File: src/hdl/lr2p_pkg.sv
// Shared types and constants of the two-pixel line rasterizer.
// Used by every module of the block; depends on nothing.
package lr2p_pkg;

  localparam int CoordBits  = 12;
  localparam int ColorBits  = 24;
  localparam int QueueDepth = 4;

  typedef logic signed [CoordBits-1:0] coord_t;
  typedef logic signed [CoordBits:0]   delta_t;
  typedef logic [ColorBits-1:0]        color_t;

  typedef enum logic {
    KindStart   = 1'b0,
    KindAdvance = 1'b1
  } kind_e;

  typedef struct packed {
    logic   kind;
    coord_t x_start;
    coord_t y_start;
    coord_t x_end;
    coord_t y_end;
    color_t line_color;
  } lr2p_in_t;

  typedef struct packed {
    coord_t pixel_x;
    coord_t pixel_y;
    color_t pixel_color;
    logic   run_last;
    logic   line_done;
  } lr2p_out_t;

  typedef struct packed {
    kind_e  kind;
    logic   major_is_y;
    coord_t major_start;
    coord_t major_end;
    coord_t minor_start;
    delta_t major_delta;
    delta_t minor_delta;
    color_t color;
  } lr2p_cmd_t;

  typedef struct packed {
    logic full;
    logic empty;
  } lr2p_q_stat_t;

endpackage

File: src/hdl/lr2p_front.sv
// Front end: accepts input words and classifies start commands.
// Picks the major axis and orders endpoints; depends on lr2p_pkg.
module lr2p_front import lr2p_pkg::*; (
  input  logic         in_valid_i,
  output logic         in_ready_o,
  input  lr2p_in_t     in_data_i,
  input  lr2p_q_stat_t q_stat_i,
  output logic         push_o,
  output lr2p_cmd_t    cmd_o
);

  delta_t dx, dy, adx, ady;
  logic   major_is_y;
  logic   swap;
  coord_t ma0, ma1, mi0, mi1;
  coord_t ma_lo, ma_hi, mi_lo, mi_hi;

  always_comb begin
    dx  = delta_t'(in_data_i.x_end) - delta_t'(in_data_i.x_start);
    dy  = delta_t'(in_data_i.y_end) - delta_t'(in_data_i.y_start);
    adx = (dx < 0) ? -dx : dx;
    ady = (dy < 0) ? -dy : dy;
    major_is_y = ady > adx;
    if (major_is_y) begin
      ma0 = in_data_i.y_start;
      ma1 = in_data_i.y_end;
      mi0 = in_data_i.x_start;
      mi1 = in_data_i.x_end;
    end else begin
      ma0 = in_data_i.x_start;
      ma1 = in_data_i.x_end;
      mi0 = in_data_i.y_start;
      mi1 = in_data_i.y_end;
    end
    swap  = ma0 > ma1;
    ma_lo = swap ? ma1 : ma0;
    ma_hi = swap ? ma0 : ma1;
    mi_lo = swap ? mi1 : mi0;
    mi_hi = swap ? mi0 : mi1;

    cmd_o.kind        = (in_data_i.kind == KindAdvance) ? KindAdvance : KindStart;
    cmd_o.major_is_y  = major_is_y;
    cmd_o.major_start = ma_lo;
    cmd_o.major_end   = ma_hi;
    cmd_o.minor_start = mi_lo;
    cmd_o.major_delta = delta_t'(ma_hi) - delta_t'(ma_lo);
    cmd_o.minor_delta = delta_t'(mi_hi) - delta_t'(mi_lo);
    cmd_o.color       = in_data_i.line_color;
  end

  assign in_ready_o = !q_stat_i.full;
  assign push_o     = in_valid_i && !q_stat_i.full;

endmodule

File: src/hdl/lr2p_queue.sv
// Command queue between the front end and the pixel stepper.
// A small register FIFO of lr2p_cmd_t words; depends on lr2p_pkg.
module lr2p_queue import lr2p_pkg::*; #(
  parameter int DEPTH = QueueDepth
) (
  input  logic         clk_i,
  input  logic         rst_ni,
  input  logic         push_i,
  input  lr2p_cmd_t    cmd_i,
  input  logic         pop_i,
  output lr2p_cmd_t    cmd_o,
  output lr2p_q_stat_t q_stat_o
);

  localparam int AddrW = $clog2(DEPTH);
  localparam int CntW  = $clog2(DEPTH + 1);

  lr2p_cmd_t              mem_q [DEPTH];
  logic [AddrW-1:0]       wr_ptr_q, wr_ptr_d;
  logic [AddrW-1:0]       rd_ptr_q, rd_ptr_d;
  logic [CntW-1:0]        count_q, count_d;
  logic                   do_push, do_pop;

  assign q_stat_o.full  = count_q == CntW'(DEPTH);
  assign q_stat_o.empty = count_q == '0;
  assign do_push = push_i && !q_stat_o.full;
  assign do_pop  = pop_i && !q_stat_o.empty;
  assign cmd_o   = mem_q[rd_ptr_q];

  always_comb begin
    wr_ptr_d = wr_ptr_q;
    rd_ptr_d = rd_ptr_q;
    count_d  = count_q;
    if (do_push) begin
      wr_ptr_d = (wr_ptr_q == AddrW'(DEPTH - 1)) ? '0 : wr_ptr_q + 1'b1;
    end
    if (do_pop) begin
      rd_ptr_d = (rd_ptr_q == AddrW'(DEPTH - 1)) ? '0 : rd_ptr_q + 1'b1;
    end
    if (do_push && !do_pop) begin
      count_d = count_q + 1'b1;
    end else if (do_pop && !do_push) begin
      count_d = count_q - 1'b1;
    end
  end

  always_ff @(posedge clk_i or negedge rst_ni) begin
    if (!rst_ni) begin
      wr_ptr_q <= '0;
      rd_ptr_q <= '0;
      count_q  <= '0;
    end else begin
      wr_ptr_q <= wr_ptr_d;
      rd_ptr_q <= rd_ptr_d;
      count_q  <= count_d;
    end
  end

  always_ff @(posedge clk_i) begin
    if (do_push) begin
      mem_q[wr_ptr_q] <= cmd_i;
    end
  end

endmodule

File: src/hdl/lr2p_back.sv
// Back end: holds the active line and steps it one major unit per advance word.
// Emits pixels through a registered output word; depends on lr2p_pkg.
module lr2p_back import lr2p_pkg::*; (
  input  logic         clk_i,
  input  logic         rst_ni,
  input  lr2p_cmd_t    cmd_i,
  input  lr2p_q_stat_t q_stat_i,
  output logic         pop_o,
  output logic         out_valid_o,
  input  logic         out_ready_i,
  output lr2p_out_t    out_data_o
);

  localparam int SumW = CoordBits + 2;

  logic      active_q, active_d;
  logic      major_is_y_q, major_is_y_d;
  coord_t    major_pos_q, major_pos_d;
  coord_t    major_end_q, major_end_d;
  coord_t    minor_floor_q, minor_floor_d;
  delta_t    rem_q, rem_d;
  delta_t    major_delta_q, major_delta_d;
  delta_t    minor_delta_q, minor_delta_d;
  color_t    color_q, color_d;
  logic      pend_q, pend_d;
  logic      pend_done_q, pend_done_d;
  logic      out_valid_q, out_valid_d;
  lr2p_out_t out_q, out_d;

  logic                   slot_free, take;
  logic signed [SumW-1:0] sum, md_ext;
  delta_t                 rem_nxt;
  coord_t                 pos_nxt, floor_nxt, ceil_v;
  logic                   done_nxt;

  function automatic lr2p_out_t make_pixel(logic is_y, coord_t minor, coord_t major,
                                           color_t color, logic last, logic done);
    lr2p_out_t p;
    p.pixel_x     = is_y ? minor : major;
    p.pixel_y     = is_y ? major : minor;
    p.pixel_color = color;
    p.run_last    = last;
    p.line_done   = done;
    return p;
  endfunction

  assign slot_free   = !out_valid_q || out_ready_i;
  assign take        = slot_free && !pend_q && !q_stat_i.empty;
  assign pop_o       = take;
  assign out_valid_o = out_valid_q;
  assign out_data_o  = out_q;

  always_comb begin
    pos_nxt = major_pos_q + 1'b1;
    sum     = SumW'(rem_q) + SumW'(minor_delta_q);
    md_ext  = SumW'(major_delta_q);
    if (sum >= md_ext) begin
      rem_nxt   = delta_t'(sum - md_ext);
      floor_nxt = minor_floor_q + 1'b1;
    end else if (sum < 0) begin
      rem_nxt   = delta_t'(sum + md_ext);
      floor_nxt = minor_floor_q - 1'b1;
    end else begin
      rem_nxt   = delta_t'(sum);
      floor_nxt = minor_floor_q;
    end
    ceil_v   = floor_nxt + ((rem_nxt != '0) ? 1'b1 : 1'b0);
    done_nxt = pos_nxt >= major_end_q;
  end

  always_comb begin
    active_d      = active_q;
    major_is_y_d  = major_is_y_q;
    major_pos_d   = major_pos_q;
    major_end_d   = major_end_q;
    minor_floor_d = minor_floor_q;
    rem_d         = rem_q;
    major_delta_d = major_delta_q;
    minor_delta_d = minor_delta_q;
    color_d       = color_q;
    pend_d        = pend_q;
    pend_done_d   = pend_done_q;
    out_valid_d   = out_valid_q;
    out_d         = out_q;
    if (slot_free) begin
      out_valid_d = 1'b0;
      if (pend_q) begin
        out_d = make_pixel(major_is_y_q, minor_floor_q, major_pos_q, color_q, 1'b1,
                           pend_done_q);
        out_valid_d = 1'b1;
        pend_d      = 1'b0;
      end else if (take) begin
        if (cmd_i.kind == KindStart) begin
          active_d      = cmd_i.major_start < cmd_i.major_end;
          major_is_y_d  = cmd_i.major_is_y;
          major_pos_d   = cmd_i.major_start;
          major_end_d   = cmd_i.major_end;
          minor_floor_d = cmd_i.minor_start;
          rem_d         = '0;
          major_delta_d = cmd_i.major_delta;
          minor_delta_d = cmd_i.minor_delta;
          color_d       = cmd_i.color;
          out_d = make_pixel(cmd_i.major_is_y, cmd_i.minor_start, cmd_i.major_start,
                             cmd_i.color, 1'b1, !(cmd_i.major_start < cmd_i.major_end));
          out_valid_d = 1'b1;
        end else if (active_q) begin
          major_pos_d   = pos_nxt;
          minor_floor_d = floor_nxt;
          rem_d         = rem_nxt;
          active_d      = !done_nxt;
          pend_d        = 1'b1;
          pend_done_d   = done_nxt;
          out_d = make_pixel(major_is_y_q, ceil_v, pos_nxt, color_q, 1'b0, done_nxt);
          out_valid_d = 1'b1;
        end
      end
    end
  end

  always_ff @(posedge clk_i or negedge rst_ni) begin
    if (!rst_ni) begin
      active_q      <= 1'b0;
      major_is_y_q  <= 1'b0;
      major_pos_q   <= '0;
      major_end_q   <= '0;
      minor_floor_q <= '0;
      rem_q         <= '0;
      major_delta_q <= '0;
      minor_delta_q <= '0;
      color_q       <= '0;
      pend_q        <= 1'b0;
      pend_done_q   <= 1'b0;
      out_valid_q   <= 1'b0;
      out_q         <= '0;
    end else begin
      active_q      <= active_d;
      major_is_y_q  <= major_is_y_d;
      major_pos_q   <= major_pos_d;
      major_end_q   <= major_end_d;
      minor_floor_q <= minor_floor_d;
      rem_q         <= rem_d;
      major_delta_q <= major_delta_d;
      minor_delta_q <= minor_delta_d;
      color_q       <= color_d;
      pend_q        <= pend_d;
      pend_done_q   <= pend_done_d;
      out_valid_q   <= out_valid_d;
      out_q         <= out_d;
    end
  end

endmodule

File: src/hdl/line_rasterizer_two_pixel_top.sv
// Top level of the two-pixel line rasterizer.
// Instantiates lr2p_front, lr2p_queue and lr2p_back; depends on lr2p_pkg.
//
// A start word sets up a line and yields its start pixel; each advance word
// steps one unit along the major axis and yields two pixels, the ceil pixel
// and then the floor pixel, the floor pixel in the cycle after the ceil pixel
// is taken. The single registered output port carries one pixel a cycle while
// the output side does not stall, so starts run at one a cycle; the stepper
// takes no new word while the floor pixel of an advance is pending. An advance
// with no active line yields nothing but is still popped. Input words are
// accepted into a command queue of QUEUE_DEPTH words while the output side
// stalls, and pass through the queue and then the output register.
module line_rasterizer_two_pixel_top import lr2p_pkg::*; #(
  parameter int QUEUE_DEPTH = QueueDepth
) (
  input  logic      clk_i,
  input  logic      rst_ni,
  input  logic      in_valid_i,
  output logic      in_ready_o,
  input  lr2p_in_t  in_data_i,
  output logic      out_valid_o,
  input  logic      out_ready_i,
  output lr2p_out_t out_data_o
);

  lr2p_q_stat_t q_stat;
  lr2p_cmd_t    cmd_wr, cmd_rd;
  logic         push, pop;

  lr2p_front u_front (
    .in_valid_i (in_valid_i),
    .in_ready_o (in_ready_o),
    .in_data_i  (in_data_i),
    .q_stat_i   (q_stat),
    .push_o     (push),
    .cmd_o      (cmd_wr)
  );

  lr2p_queue #(
    .DEPTH (QUEUE_DEPTH)
  ) u_queue (
    .clk_i    (clk_i),
    .rst_ni   (rst_ni),
    .push_i   (push),
    .cmd_i    (cmd_wr),
    .pop_i    (pop),
    .cmd_o    (cmd_rd),
    .q_stat_o (q_stat)
  );

  lr2p_back u_back (
    .clk_i       (clk_i),
    .rst_ni      (rst_ni),
    .cmd_i       (cmd_rd),
    .q_stat_i    (q_stat),
    .pop_o       (pop),
    .out_valid_o (out_valid_o),
    .out_ready_i (out_ready_i),
    .out_data_o  (out_data_o)
  );

endmodule

File: config.mk
export PLATFORM = sky130hd
export DESIGN_NAME = line_rasterizer_two_pixel_top
export DESIGN_NICKNAME = d
export VERILOG_FILES = /design/src/hdl/lr2p_pkg.sv /design/src/hdl/lr2p_front.sv /design/src/hdl/lr2p_queue.sv /design/src/hdl/lr2p_back.sv /design/src/hdl/line_rasterizer_two_pixel_top.sv
export SDC_FILE = /design/constraint.sdc
export NUM_CORES = 1
export LEC_CHECK = 0
export BUFFER_PORTS_ARGS = -buffer_cell sky130_fd_sc_hd__buf_2
export CAP_MARGIN = 0
export CORE_UTILIZATION = 55
export DETAILED_ROUTE_END_ITERATION = 16
export PLACE_DENSITY = 0.84
export SKIP_LAST_GASP = 1
export SLEW_MARGIN = 20
export SYNTH_ARGS = -nofsm -noshare
export SYNTH_HDL_FRONTEND = slang
export SYNTH_SLANG_ARGS = --single-unit
export TNS_END_PERCENT = 50
File: constraint.sdc
create_clock -name clk_i -period 5.9 [get_ports clk_i]
set_clock_uncertainty 0.05 [all_clocks]
set_input_delay 0.59 -clock clk_i [delete_from_list [all_inputs] [get_ports clk_i]]
set_output_delay 0.59 -clock clk_i [all_outputs]
set_load 0.005 [all_outputs]
Word level (Yosys, flattened, before mapping)
Memory sizes are Yosys's and may differ from the RTL's. Cells that the tools add are included.

Order comparisons: 8. Bitwise logic cells: 2. Equal/unequal tests: 5. Reduce and logical (&&, ||, !) cells: 25. Shift operators: 0. $add $sub $neg: 17. Multiply operators: 0. Divide/modulo/power cells: 0. Muxes and demuxes: 47.

Operators with widths (number): 2-to-1 mux 12 bit (20); 2-to-1 mux 50 bit (4); 2-to-1 mux 13 bit (6); subtractor 12 x 12 -> 13 bit (4); < comparator 13 x 1 -> 1 bit (second input constant) (2); negator 13 bit (2); adder 12 x 1 -> 12 bit (second input constant) (2); adder 13 x 13 -> 14 bit (1); >= comparator 14 x 13 -> 1 bit (1); < comparator 14 x 1 -> 1 bit (second input constant) (1); adder 13 bit (1); > comparator 13 bit (1); 2-to-1 mux 1 bit (13); nonzero test 13 bit (1); subtractor 13 bit (1); adder 12 bit (1); >= comparator 12 bit (1); > comparator 12 bit (1); < comparator 12 bit (1); subtractor 12 x 1 -> 12 bit (second input constant) (1); zero test 1 bit (8); AND reduction 4 bit (2); logical AND 1 bit (7); 2-to-1 mux 3 bit (2); other kinds (14) (20).

Bits in writable memories: 352. Memory bits (read-only): 0. Register bits: 161. Input bits: 77. Memories: 1. Logic and storage cells: 125. Output and inout port bits: 52. Bits in latches: 0.

Memories: u_queue.mem_q (words 4, bits a word 88, rd ports 1, clocked after Yosys merged registers in 0, wr ports 1, line lr2p_queue.sv:18) `lr2p_cmd_t mem_q [DEPTH];`.

Logic depth before layout (Yosys ltp)
Word-level depth: 12. Mapped depth: 56. Depth with buffers taken out: 50.

Cells and area by module
A second synthesis with hierarchy kept.

Cell total of the unflattened synthesis: 2607. Area, all modules: 29154.2 µm².

By module, submodules not included: lr2p_queue (times used 1, cells each 497, sequential area each 10745.3 µm², area each 13276.5 µm²); lr2p_back (times used 1, cells each 1295, sequential area each 3853.7 µm², area each 10607.7 µm²); lr2p_front (times used 1, cells each 815, sequential area each 0.0 µm², area each 5270.1 µm²).

Least setup slack after synthesis
No wires, ideal clock.

Path kind: in2reg. Start: input in_data_i[36] (netlist name). End: memory u_queue.mem_q[0][36] (netlist name) (data pin). Required time: 5712 ps. Buffers on the path: 9. Setup slack: -4558 ps. Setup time: 138 ps. Stages on the path: 53. Arrival time: 10270 ps. Cell sequence: inv_1 -> ha_1 -> fa_1 -> nor2b_1 -> o21ai_0 -> a21boi_0 -> o21ai_0 -> a21boi_0 -> o21ai_0 -> nand2b_1 -> a21o_1 -> a21o_1 -> nand2_1 -> a31oi_1 -> clkbuf_1 -> nor2_1 -> xnor2_1 -> ha_1 -> [... 17 more ...] -> buf_2 -> buf_1 -> buf_1 -> nand2_1 -> a31oi_1 -> ha_1 -> fa_1 -> nor2b_1 -> o21ai_0 -> nand2b_1 -> a21o_1 -> a21o_1 -> a21o_1 -> a21o_1 -> a21o_1 -> a21o_1 -> a211oi_1 -> mux2_2.

RTL lines: from (decl) (line line_rasterizer_two_pixel_top.sv:20) `input lr2p_in_t in_data_i,`; to (decl) (line lr2p_queue.sv:18).

==> flow_summary.yaml <==
global_route:
  grt_pass1_vias: 22995
  grt.overflow.total: 0
  grt_max_degree: 90
  grt_use_total: 0.326
  antenna_found_initial: 3
  grt_pass1_wl_um: 132000
final_layout:
  area_growth_pct: 26.8
  n_fill_cell: 3086
  drive_gt1_frac: 0.334
  nNetsFinal: 3150
clock_network:
  clk_latency_ps: 630
  cts_made_buffers: 51
  htree_levels: 2
  cts_tree: "yes"
  cts_sinks: 513
  clock-root-buffer: "clkbuf_16"
  clk_pin_slew_ps: 70
  cts_hold_buffers: 0
  clockBufferDepth: 3
synth:
  ys_dominant_reg_cell: "edfxtp_1"
  synth-seq-cells: 513
  synth_edf_count: 352
  netlist_instances: 2441
  syn_avg_cell_area_um2: 11.5
  yosysWarnings: 0
  synth_area_um2: 28100
  ys_types: 86
  syn_nets: 2659
  ys_seq_area_frac: 0.520
  ys_async_sr_fraction: 0.314
sta:
  rsz0062_at_grt: "yes"
  fin_crit_ps: 8770
  fin_crit_sh: 1.49
  finalSetupViolCount: 268
  slew_headroom: 0.319
  whs_ps: -34.6
  fmax_ghz: 0.114
  hold_viol: 17
  worst_slew_pin_slew_ps: 1020
  final-max-slew-violation-count: 0
  setup_slack_ps: -2870
  tns_ps: -368030
floorplan:
  die_w_um: 228
  rows: 82
  start_util: 0.559
  dieHeight_um: 228
  die-area_um2: 52000
  ios: 129
  core-area_um2: 50300
routing:
  firstDrtPassIters: 7
  drt_iter0_markers: 2842
  avgViaCountPerCell: 6.41
  drcViolationCount: 0
  wl_per_cell_um: 24.3
  ant_nets: 0
  routed_wl_um: 88800
  vias: 23381
worst_setup_path:
  crit_type: "in -> reg"
  cp_num_buf_inv: 9
  cp_top_family: "compound AO/OA/AOI/OAI gates"
  cp-end-kind: "register"
  path_max_fanout: 7
  critPathSlowestCell: "or4_4"
  max_stage_delay_ps: 440
  cp.arrival_ps: 9080
  worstPathRequired_ps: 6220
  cp-start-kind: "input pin"
  crit_top_cell: "a21o_1"
placed_design:
  gp_congestion: 0.952
  dpl.hpwl_um: 55800
  portBuffers: 128
  pre_cts_ws_ps: -3510
outcome:
  status: "finished, violations left"
  violations: "hold timing, setup timing"
run:
  cap_viol_max_count: 0
hold_path:
  min_path_type: "in -> async"
==> Yosys cell counts, types with 9 or more instances <==
cell type	n	area share
o21a_1	11	0.0029
a31oi_1	60	0.013
nor3_1	33	0.0059
o21bai_1	21	0.0056
buf_1	26	0.0035
a22o_1	14	0.0044
dfrtp_1	161	0.14
a21oi_1	132	0.024
nor2_1	211	0.028
ha_1	134	0.060
nor2b_1	25	0.0056
clkbuf_1	94	0.013
o221ai_1	14	0.0044
o21ai_0	121	0.022
nor4_1	10	0.0022
inv_1	138	0.018
nand2b_1	13	0.0029
nand3_1	26	0.0046
xnor2_1	49	0.015
or4_1	9	0.0024
nand4_1	13	0.0029
o211ai_1	11	0.0029
a21o_1	39	0.010
mux2_2	65	0.026
and3_1	16	0.0036
a211oi_1	27	0.0072
mux2i_1	56	0.020
a221o_1	12	0.0043
xor2_1	45	0.014
o31ai_1	11	0.0029
mux4_2	87	0.070
nand2_1	276	0.037
edfxtp_1	352	0.38
==> final timing paths <==
check,start,end,slack (ps),depth (start not counted)
hold / removal,rst_ni,u_back.color_q[10],-30,1
min in group clk_i,in_data_i[22],u_queue.mem_q[2][22],130,1
setup reg to reg,u_back.minor_delta_q[0],u_back.out_data_o[35],-1100,34
hold reg to reg,u_back.out_data_o[44],u_back.out_data_o[44],430,2
setup / recovery,in_data_i[49],u_queue.mem_q[3][36],-2870,49
max in group asynchronous,rst_ni,u_back.minor_delta_q[0],4240,2
==> per-stage QoR <==
| stage | utilization | area (um^2) | std cells |
|---|---|---|---|
| after floorplan | - | 28600 | 2441 |
| after global placement | 0.646 | 32500 | 3502 |
| after detailed placement | 0.646 | 32500 | 3502 |
| after CTS | 0.690 | 34700 | 3621 |
| after global routing | 0.708 | 35600 | 3649 |
| final | 0.708 | 35600 | 3649 |
==> sequential cells by signal (all words and copies together) (netlist names), 2 cells and up <==
register	cells
u_queue.mem_q	352
u_back.out_data_o	50
u_back.color_q	24
u_back.major_delta_q	13
u_back.minor_delta_q	13
u_back.rem_q	13
u_back.major_end_q	12
u_back.major_pos_q	12
u_back.minor_floor_q	12
u_queue.count_q	3
u_queue.rd_ptr_q	2
u_queue.wr_ptr_q	2
==> logic make-up (layout without fill, tap and decap cells) <==
family | Yosys count | in the layout | synth area share
AO/OA/AOI/OAI | 547 | 547 | 0.127
buffers and inverters | 267 | 801 | 0.0367
adder cells (fa/ha/maj) | 144 | 144 | 0.0658
XOR/XNOR | 95 | 95 | 0.0299
other | 0 | 2 | 0
AND/OR/NAND/NOR | 667 | 667 | 0.105
flip-flops | 513 | 513 | 0.520
multiplexers | 208 | 208 | 0.116
==> area by class of cell <==
class,count,area (um^2),area share
Multi-Input combinational cell,1661,13700,0.384
Inverter,140,543,0.0152
Timing Repair Buffer,565,4230,0.119
Clock buffer,65,1390,0.0390
Sequential cell,513,14600,0.410
Antenna cell,2,5.00,0.000141
Tap cell,672,841,0.0236
Clock inverter,31,340,0.00956
==> routing by layer <==
layer / part of all wire / GRT usage / vias up
met4: 0.060 / 0.149 / 2
li1: - / - / 9996
met2: 0.48 / 0.544 / 1695
met1: 0.36 / 0.414 / 11248
met3: 0.094 / 0.0595 / 440
met5: 0.00015 / 0 / -
==> what timing repair did <==
| action | 4_1_cts | 5_1_grt |
|---|---|---|
| buffers inserted | 26 | 32 |
| endpoints found under the setup margin | 268 | 273 |
| resized for setup | 72 | 128 |
| pin swaps | 48 | 84 |
| gates cloned | 0 | 3 |
==> layout by cell type, fill, tap and decap left out, drive strengths merged, types with 16 or more instances in the layout <==
cell type and instances:
o21bai 21, mux2i 56, nor2 212, and3 16
edfxtp 352, inv 143, ha 134, a21o 39
a31oi 60, nor3 33, dfrtp 161, o21ai 125
a211oi 29, clkinv 21, buf 563, nor2b 25
a21oi 132, xor2 46, mux2 65, nand2 276
nand3 26, xnor2 49, clkbuf 67, mux4 87
Power is left out: the tool's default activity adds up to more than one toggle a clock period on the data nets, which glitch-free logic cannot reach.
